`src/tta_pkg.sv`:
```
`timescale 1ns / 1ps

package tta_pkg;

	// Four pixel lanes, each in a 16-bit slot of the 64-bit lane words.
	localparam int LANES     = 4;
	localparam int LANE_SLOT = 16;
	localparam int WORD_W    = LANES * LANE_SLOT;

	localparam int CNT_W     = 3;
	localparam int ORDER_W   = 2;
	localparam int GAMMA_W   = 8;
	localparam int CFG_IDX_W = 2;
	localparam int CFG_DATA_W = GAMMA_W;
	localparam int ACC_W     = 64;

	typedef enum logic [CFG_IDX_W-1:0] {
		REG_DIFF_ORDER = 2'd0,
		REG_DOWNSAMPLE = 2'd1,
		REG_GAMMA      = 2'd2
	} cfg_idx_t;

	localparam logic [ORDER_W-1:0] ORDER_RST = 2'd1;
	localparam logic               DS_RST    = 1'b0;
	localparam logic [GAMMA_W-1:0] GAMMA_RST = 8'd2;

endpackage

```
`src/temporal_activity_accumulator.sv`:
```
`timescale 1ns / 1ps

// Temporal activity accumulator. Each beat on the input carries four pixel
// lanes from the current frame and the two frames before it; the block adds
// the absolute first- or second-order temporal difference of the valid lanes
// (or, in downsample mode, of the 2x2 group sum) into a 64-bit accumulator,
// and on the beat marked last it emits gamma times the total and clears it.
// An input beat can be taken every clock cycle unless a stalled output
// holds back a beat marked last. The work runs through four registers: an
// input register, a register holding the item's difference sum, a register
// holding the finished total and the output register that follows the
// gamma multiply. Beats that carry no last mark leave the pipeline at the
// accumulator and never occupy the output side, and a waiting result holds
// only the final stages while beats without the last mark keep flowing
// into the accumulator; a beat marked last waits behind it.
module temporal_activity_accumulator #(
	parameter int LANE_BITS = 16
) (
	input  logic                            clk,
	input  logic                            arst_n,

	input  logic                            in_valid,
	output logic                            in_stall,
	input  logic [tta_pkg::WORD_W-1:0]      cur_lanes,
	input  logic [tta_pkg::WORD_W-1:0]      prev_lanes,
	input  logic [tta_pkg::WORD_W-1:0]      prev2_lanes,
	input  logic [tta_pkg::CNT_W-1:0]       lane_count,
	input  logic                            last_group,

	output logic                            out_valid,
	input  logic                            out_stall,
	output logic [tta_pkg::ACC_W-1:0]       activity,

	input  logic                            cfg_we,
	input  logic [tta_pkg::CFG_IDX_W-1:0]   cfg_index,
	input  logic [tta_pkg::CFG_DATA_W-1:0]  cfg_data
);

	import tta_pkg::*;

	// Signed width of one lane difference, and unsigned width of one item's sum.
	localparam int DIFF_W  = LANE_BITS + 2;
	localparam int MAG_W   = LANE_BITS + 1;
	localparam int GROUP_W = LANE_BITS + 4;
	localparam int ADD_W   = LANE_BITS + 3;
	localparam int PROD_W  = ACC_W + GAMMA_W;

	// Configuration registers
	logic [ORDER_W-1:0] diff_order_q;
	logic               downsample_q;
	logic [GAMMA_W-1:0] gamma_q;

	always_ff @(posedge clk or negedge arst_n) begin
		if (!arst_n) begin
			diff_order_q <= ORDER_RST;
			downsample_q <= DS_RST;
			gamma_q      <= GAMMA_RST;
		end else if (cfg_we) begin
			case (cfg_idx_t'(cfg_index))
				REG_DIFF_ORDER: diff_order_q <= cfg_data[ORDER_W-1:0];
				REG_DOWNSAMPLE: downsample_q <= cfg_data[0];
				REG_GAMMA:      gamma_q      <= cfg_data[GAMMA_W-1:0];
				default: ;
			endcase
		end
	end

	// Pipeline control
	logic valid_s1, valid_s2, valid_s3, out_valid_q;
	logic last_s1, last_s2;
	logic ready_out, ready_s3, fire_s2, ready_s2, ready_s1;

	assign ready_out = !out_valid_q || !out_stall;
	assign ready_s3  = !valid_s3 || ready_out;
	// A beat without the last mark only updates the accumulator, so it never waits.
	assign fire_s2   = valid_s2 && (!last_s2 || ready_s3);
	assign ready_s2  = !valid_s2 || fire_s2;
	assign ready_s1  = !valid_s1 || ready_s2;
	assign in_stall  = !ready_s1;

	// Stage 1: input register
	logic [WORD_W-1:0] cur_s1, prev_s1, prev2_s1;
	logic [CNT_W-1:0]  count_s1;

	always_ff @(posedge clk or negedge arst_n) begin
		if (!arst_n) begin
			valid_s1 <= 1'b0;
		end else if (ready_s1) begin
			valid_s1 <= in_valid;
		end
	end

	always_ff @(posedge clk) begin
		if (ready_s1 && in_valid) begin
			cur_s1   <= cur_lanes;
			prev_s1  <= prev_lanes;
			prev2_s1 <= prev2_lanes;
			count_s1 <= lane_count;
			last_s1  <= last_group;
		end
	end

	// Difference and absolute sum for the item held in stage 1
	logic [ADD_W-1:0] item_add;

	always_comb begin
		logic signed [DIFF_W-1:0]  c, p, p2, d;
		logic [MAG_W-1:0]          mag;
		logic [ADD_W-1:0]          lane_sum;
		logic signed [GROUP_W-1:0] group;
		logic [GROUP_W-1:0]        group_abs;
		logic                      second;

		second   = diff_order_q[1];
		lane_sum = '0;
		group    = '0;
		for (int i = 0; i < LANES; i++) begin
			c  = $signed({2'b00, cur_s1[i*LANE_SLOT +: LANE_BITS]});
			p  = $signed({2'b00, prev_s1[i*LANE_SLOT +: LANE_BITS]});
			p2 = $signed({2'b00, prev2_s1[i*LANE_SLOT +: LANE_BITS]});
			if (second)
				d = c - (p <<< 1) + p2;
			else
				d = c - p;
			mag = d[DIFF_W-1] ? MAG_W'(-d) : MAG_W'(d);
			// Lane counts above four still enable every lane.
			if (count_s1 > CNT_W'(i))
				lane_sum = lane_sum + ADD_W'(mag);
			group = group + GROUP_W'(d);
		end
		group_abs = group[GROUP_W-1] ? GROUP_W'(-group) : GROUP_W'(group);
		item_add  = downsample_q ? group_abs[ADD_W-1:0] : lane_sum;
	end

	// Stage 2: item sum, then the accumulator update
	logic [ADD_W-1:0] add_s2;

	always_ff @(posedge clk or negedge arst_n) begin
		if (!arst_n) begin
			valid_s2 <= 1'b0;
		end else if (ready_s2) begin
			valid_s2 <= valid_s1;
		end
	end

	always_ff @(posedge clk) begin
		if (ready_s2 && valid_s1) begin
			add_s2  <= item_add;
			last_s2 <= last_s1;
		end
	end

	logic [ACC_W-1:0] activity_sum_q;
	logic [ACC_W-1:0] total;
	logic [ACC_W-1:0] total_s3;

	assign total = activity_sum_q + ACC_W'(add_s2);

	always_ff @(posedge clk or negedge arst_n) begin
		if (!arst_n) begin
			activity_sum_q <= '0;
		end else if (fire_s2) begin
			activity_sum_q <= last_s2 ? '0 : total;
		end
	end

	// Stage 3: finished total of a block, waiting for the gain
	always_ff @(posedge clk or negedge arst_n) begin
		if (!arst_n) begin
			valid_s3 <= 1'b0;
		end else if (ready_s3) begin
			valid_s3 <= fire_s2 && last_s2;
		end
	end

	always_ff @(posedge clk) begin
		if (ready_s3 && fire_s2 && last_s2)
			total_s3 <= total;
	end

	// Output register after the gamma multiply, wrapping modulo 2^64
	logic [PROD_W-1:0] product;
	logic [ACC_W-1:0]  activity_q;

	assign product = PROD_W'(total_s3) * PROD_W'(gamma_q);

	always_ff @(posedge clk or negedge arst_n) begin
		if (!arst_n) begin
			out_valid_q <= 1'b0;
		end else if (ready_out) begin
			out_valid_q <= valid_s3;
		end
	end

	always_ff @(posedge clk) begin
		if (ready_out && valid_s3)
			activity_q <= product[ACC_W-1:0];
	end

	assign out_valid = out_valid_q;
	assign activity  = activity_q;

endmodule
```
`config.mk`:
```
export PLATFORM = sky130hd
export DESIGN_NAME = temporal_activity_accumulator
export DESIGN_NICKNAME = d
export VERILOG_FILES = /design/src/tta_pkg.sv /design/src/temporal_activity_accumulator.sv
export SDC_FILE = /design/constraint.sdc
export NUM_CORES = 2
export LEC_CHECK = 0
export ABC_CLOCK_PERIOD_IN_PS = 22100
export BUFFER_PORTS_ARGS = -buffer_cell sky130_fd_sc_hd__buf_2
export CAP_MARGIN = 20
export CORE_ASPECT_RATIO = 0.5
export CORE_MARGIN = 8
export CORE_UTILIZATION = 45
export CTS_BUF_LIST = sky130_fd_sc_hd__clkbuf_8
export DETAILED_ROUTE_END_ITERATION = 6
export GPL_ROUTABILITY_DRIVEN = 0
export REMOVE_ABC_BUFFERS = 1
export SETUP_SLACK_MARGIN = 0.2
export SKIP_CTS_REPAIR_TIMING = 1
export SYNTH_ARGS = -nofsm -noshare
export SYNTH_HDL_FRONTEND = slang
export SYNTH_SLANG_ARGS = --single-unit
```
`constraint.sdc`:
```
create_clock -name clk -period 22.1 [get_ports clk]
set_input_delay 2.21 -clock clk [delete_from_list [all_inputs] [get_ports clk]]
set_output_delay 2.21 -clock clk [all_outputs]
set_load 0.03 [all_outputs]
```
==> parameters.txt <==
Parameter                              Value

Yosys
  Fraction of the mapped netlist area in compound gates    13.6%
  Multiplexer share of the synthesized area    0.559%
  Leading post-synthesis cells by cell area    edfxtp_1, fa_1, ha_1
  Asr flop ratio synth    18.5%
  Area of the mapped netlist    0.0436 sq mm
  Share of the synthesized area in the top cell type    23.7%
  Predominant post-synthesis flop cell    edfxtp_1
  Synth Area in Simple Gates    14.6%
  Commonest cells in the synthesized netlist    inv_1, nand2_1, fa_1, edfxtp_1, ha_1
  Distinct cells, synth    84
  Number of synthesis warnings    0
  Synth Area in Adders    29.3%
  Parity-gate share of the synthesized area counting xor and xnor cells    6.86%
  Seq cells post-synth    422
  Most numerous cell in the Yosys netlist    inv_1
  Combinational family with the most area after synthesis    adder cells
  Average cell area after synthesis    9.50 sq um
  Number of enable-type register cells in the synthesized netlist    344
  Synthesized instance count    4,594
  Largest area contributor in the synthesized netlist    edfxtp_1
  Register area share after synthesis    28.1%

Clock network
  Clk Latency, worst-skew pair    0.71 ns
  Maximum root-to-sink buffer count    3
  CTS tree    yes
  Clock slew at the register clock pins of the worst setup and hold paths    0.06 ns
  Clock Sink Count    422
  Clock Tree Root    clkbuf_8
  Num CTS Buffers    69
  H-Tree Level Count    3

GRT
  Number of antenna violations at the first check in global routing    1
  Vias in the first global route    34.4k
  First-pass GRT wire length    179 mm
  Largest net degree at the start of global routing    73
  Overflow left after global routing    0
  Global router's overall resource usage    20.1%

Setup path
  Sum of buffers and inverters on the critical path    3
  R2R depth    42
  CP Capture Type    register
  Worst path top cell family by delay    compound AO/OA/AOI/OAI gates
  Largest fanout of any net on the critical path    14
  Cell with the biggest individual delay on the critical path    a2111oi_0
  Worst setup SP type    register
  Arrival time of data at the critical path endpoint    10.01 ns
  Reg2Reg Capture Point    add_s2[17]
  Critical path class    register to register
  Required time worst endpoint    22.52 ns
  Source of the worst register-to-register timing path    cur_s1[22]
  Register-to-register setup slack    12.51 ns
  Delay of the slowest critical-path stage    0.69 ns

Min path
  Class of the worst hold path    register to register
  Hold depth    0
  Critical hold path startpoint    last_s1
  Worst Hold Endpoint    last_s2

STA
  Shortest period the worst path allows    9.59 ns
  Final-report hold violation count    0
  Clk_skew    0.0315 ns
  Endpoints failing setup    0
  Maximum frequency from static timing analysis    104 MHz
  Slew at the pin closest to its max-slew limit    1.13 ns
  Relative slew slack    23.9%
  Unrepaired setup endpoints after global routing    no
  Total Negative Setup Slacks    0 ns
  Number of slew-limit violations in the final report    0
  Crit share post-route    43.4%

Drt
  Detailed Route WL    110 mm
  Number of DRC markers in iteration 0    2,102
  Length of the first detailed-routing pass in iterations    5
  Total DRC errors in the routed layout    0
  Number of antenna-violating nets in the routed design    0
  Average wire per standard cell    17.8 um
  DR vias/cell    5.40
  Number of vias after detailed routing    33.4k

Floorplan
  Number of placed I/O pins    277
  Effective utilization at floorplan    45.6%
  Standard cell core area    0.0957 sq mm
  Chip width    456 um
  Floorplan die area    0.108 sq mm
  Die extent in y    236 um
  Number of core rows    80

Run status
  Outcome    complete, no violations

Flow run
  Maxcap violations    0

Cells and area
  Fill cell instance count of the final layout    8,972
  Area Overhead vs Synth    9.78%
  Share of final-layout standard cells stronger than drive strength 1    9.86%
  Number of nets at the end of the flow    5,807

Place
  DP Wirelength    85.8 mm
  Number of input and output port buffers inserted    276
-- state kept, by name, summed over array words and instances (netlist names), 3 cells and up --
signal,count
cur_s1,64
prev2_s1,64
add_s2,19
gamma_q,8
activity,64
count_s1,3
activity_sum_q,64
prev_s1,64
total_s3,64
-- worst max path at each step --
stage / slack, ns / from / to / depth (start not counted)
finish: 12.51 / cur_s1[22] / add_s2[17] / 42
global route: 11.75 / cur_s1[22] / add_s2[18] / 43
CTS: 12.71 / cur_s1[22] / add_s2[18] / 43
floorplan: 12.57 / diff_order_q[1] / add_s2[18] / 34
detailed placement: 12.74 / cur_s1[22] / add_s2[18] / 43
global placement: 12.98 / cur_s1[18] / add_s2[18] / 43
-- stage by stage --
stage	worst slack, ns	utilization (%)	instances	hold WS, ns	area (sq um)
after floorplan	12.57	-	4464	0.400	43100
after global routing	11.75	50.1	6173	0.415	47900
after detailed placement	12.74	48.5	6045	0.409	46400
after CTS	12.71	50.1	6172	0.405	47900
final	12.51	50.1	6173	0.405	47900
after global placement	12.98	48.5	6045	0.410	46400
-- final cells by class --
type                    count  area, sq um  area share (%)
multi-input cells        3370        28400            59.2
flip-flops and latches    422        12300            25.7
inverters                 672         2520            5.27
repair buffers            310         1640            3.42
well taps                1271         1590            3.32
clock buffers              75         1030            2.15
clock inverters            52          464           0.969
diodes                      1         2.50         0.00522
-- kinds of logic after synthesis --
family / Yosys count
AO/OA/AOI/OAI: 924
XOR/XNOR: 342
adder cells (fa/ha/maj): 751
buffers and inverters: 802
flip-flops: 422
multiplexers: 23
AND/OR/NAND/NOR: 1330
-- metal layers --
metal | vias to the layer above | share of wire [%] | global-route usage, % | wire length [um]
met3 | 174 | 5.1 | 3.25 | 5660
met5 | - | 0 | 0 | 0
li1 | 15900 | - | - | -
met1 | 16500 | 45 | 26.8 | 49300
met2 | 814 | 48 | 34.1 | 52600
met4 | 0 | 2.3 | 5.50 | 2580
-- cells in the final DEF, fill, tap and decap left out, drive strengths merged, types with 16 or more instances in the layout --
| cell type | instances |
|---|---|
| a22o | 18 |
| fa | 453 |
| a21o | 85 |
| nor3 | 58 |
| or2 | 20 |
| and3 | 39 |
| clkinv | 20 |
| and2 | 228 |
| a21oi | 235 |
| or3 | 21 |
| o21bai | 35 |
| nand2 | 529 |
| dfrtp | 77 |
| o31ai | 51 |
| o21a | 50 |
| nor2 | 226 |
| edfxtp | 344 |
| clkbuf | 75 |
| nor2b | 44 |
| xnor2 | 243 |
| inv | 692 |
| ha | 298 |
| nand2b | 38 |
| a31oi | 40 |
| xor2 | 99 |
| a211o | 16 |
| a211oi | 38 |
| buf | 310 |
| nand3 | 68 |
| o21ai | 240 |
Power is left out: the tool's default activity adds up to more than one toggle a clock period on the data nets, which glitch-free logic cannot reach.
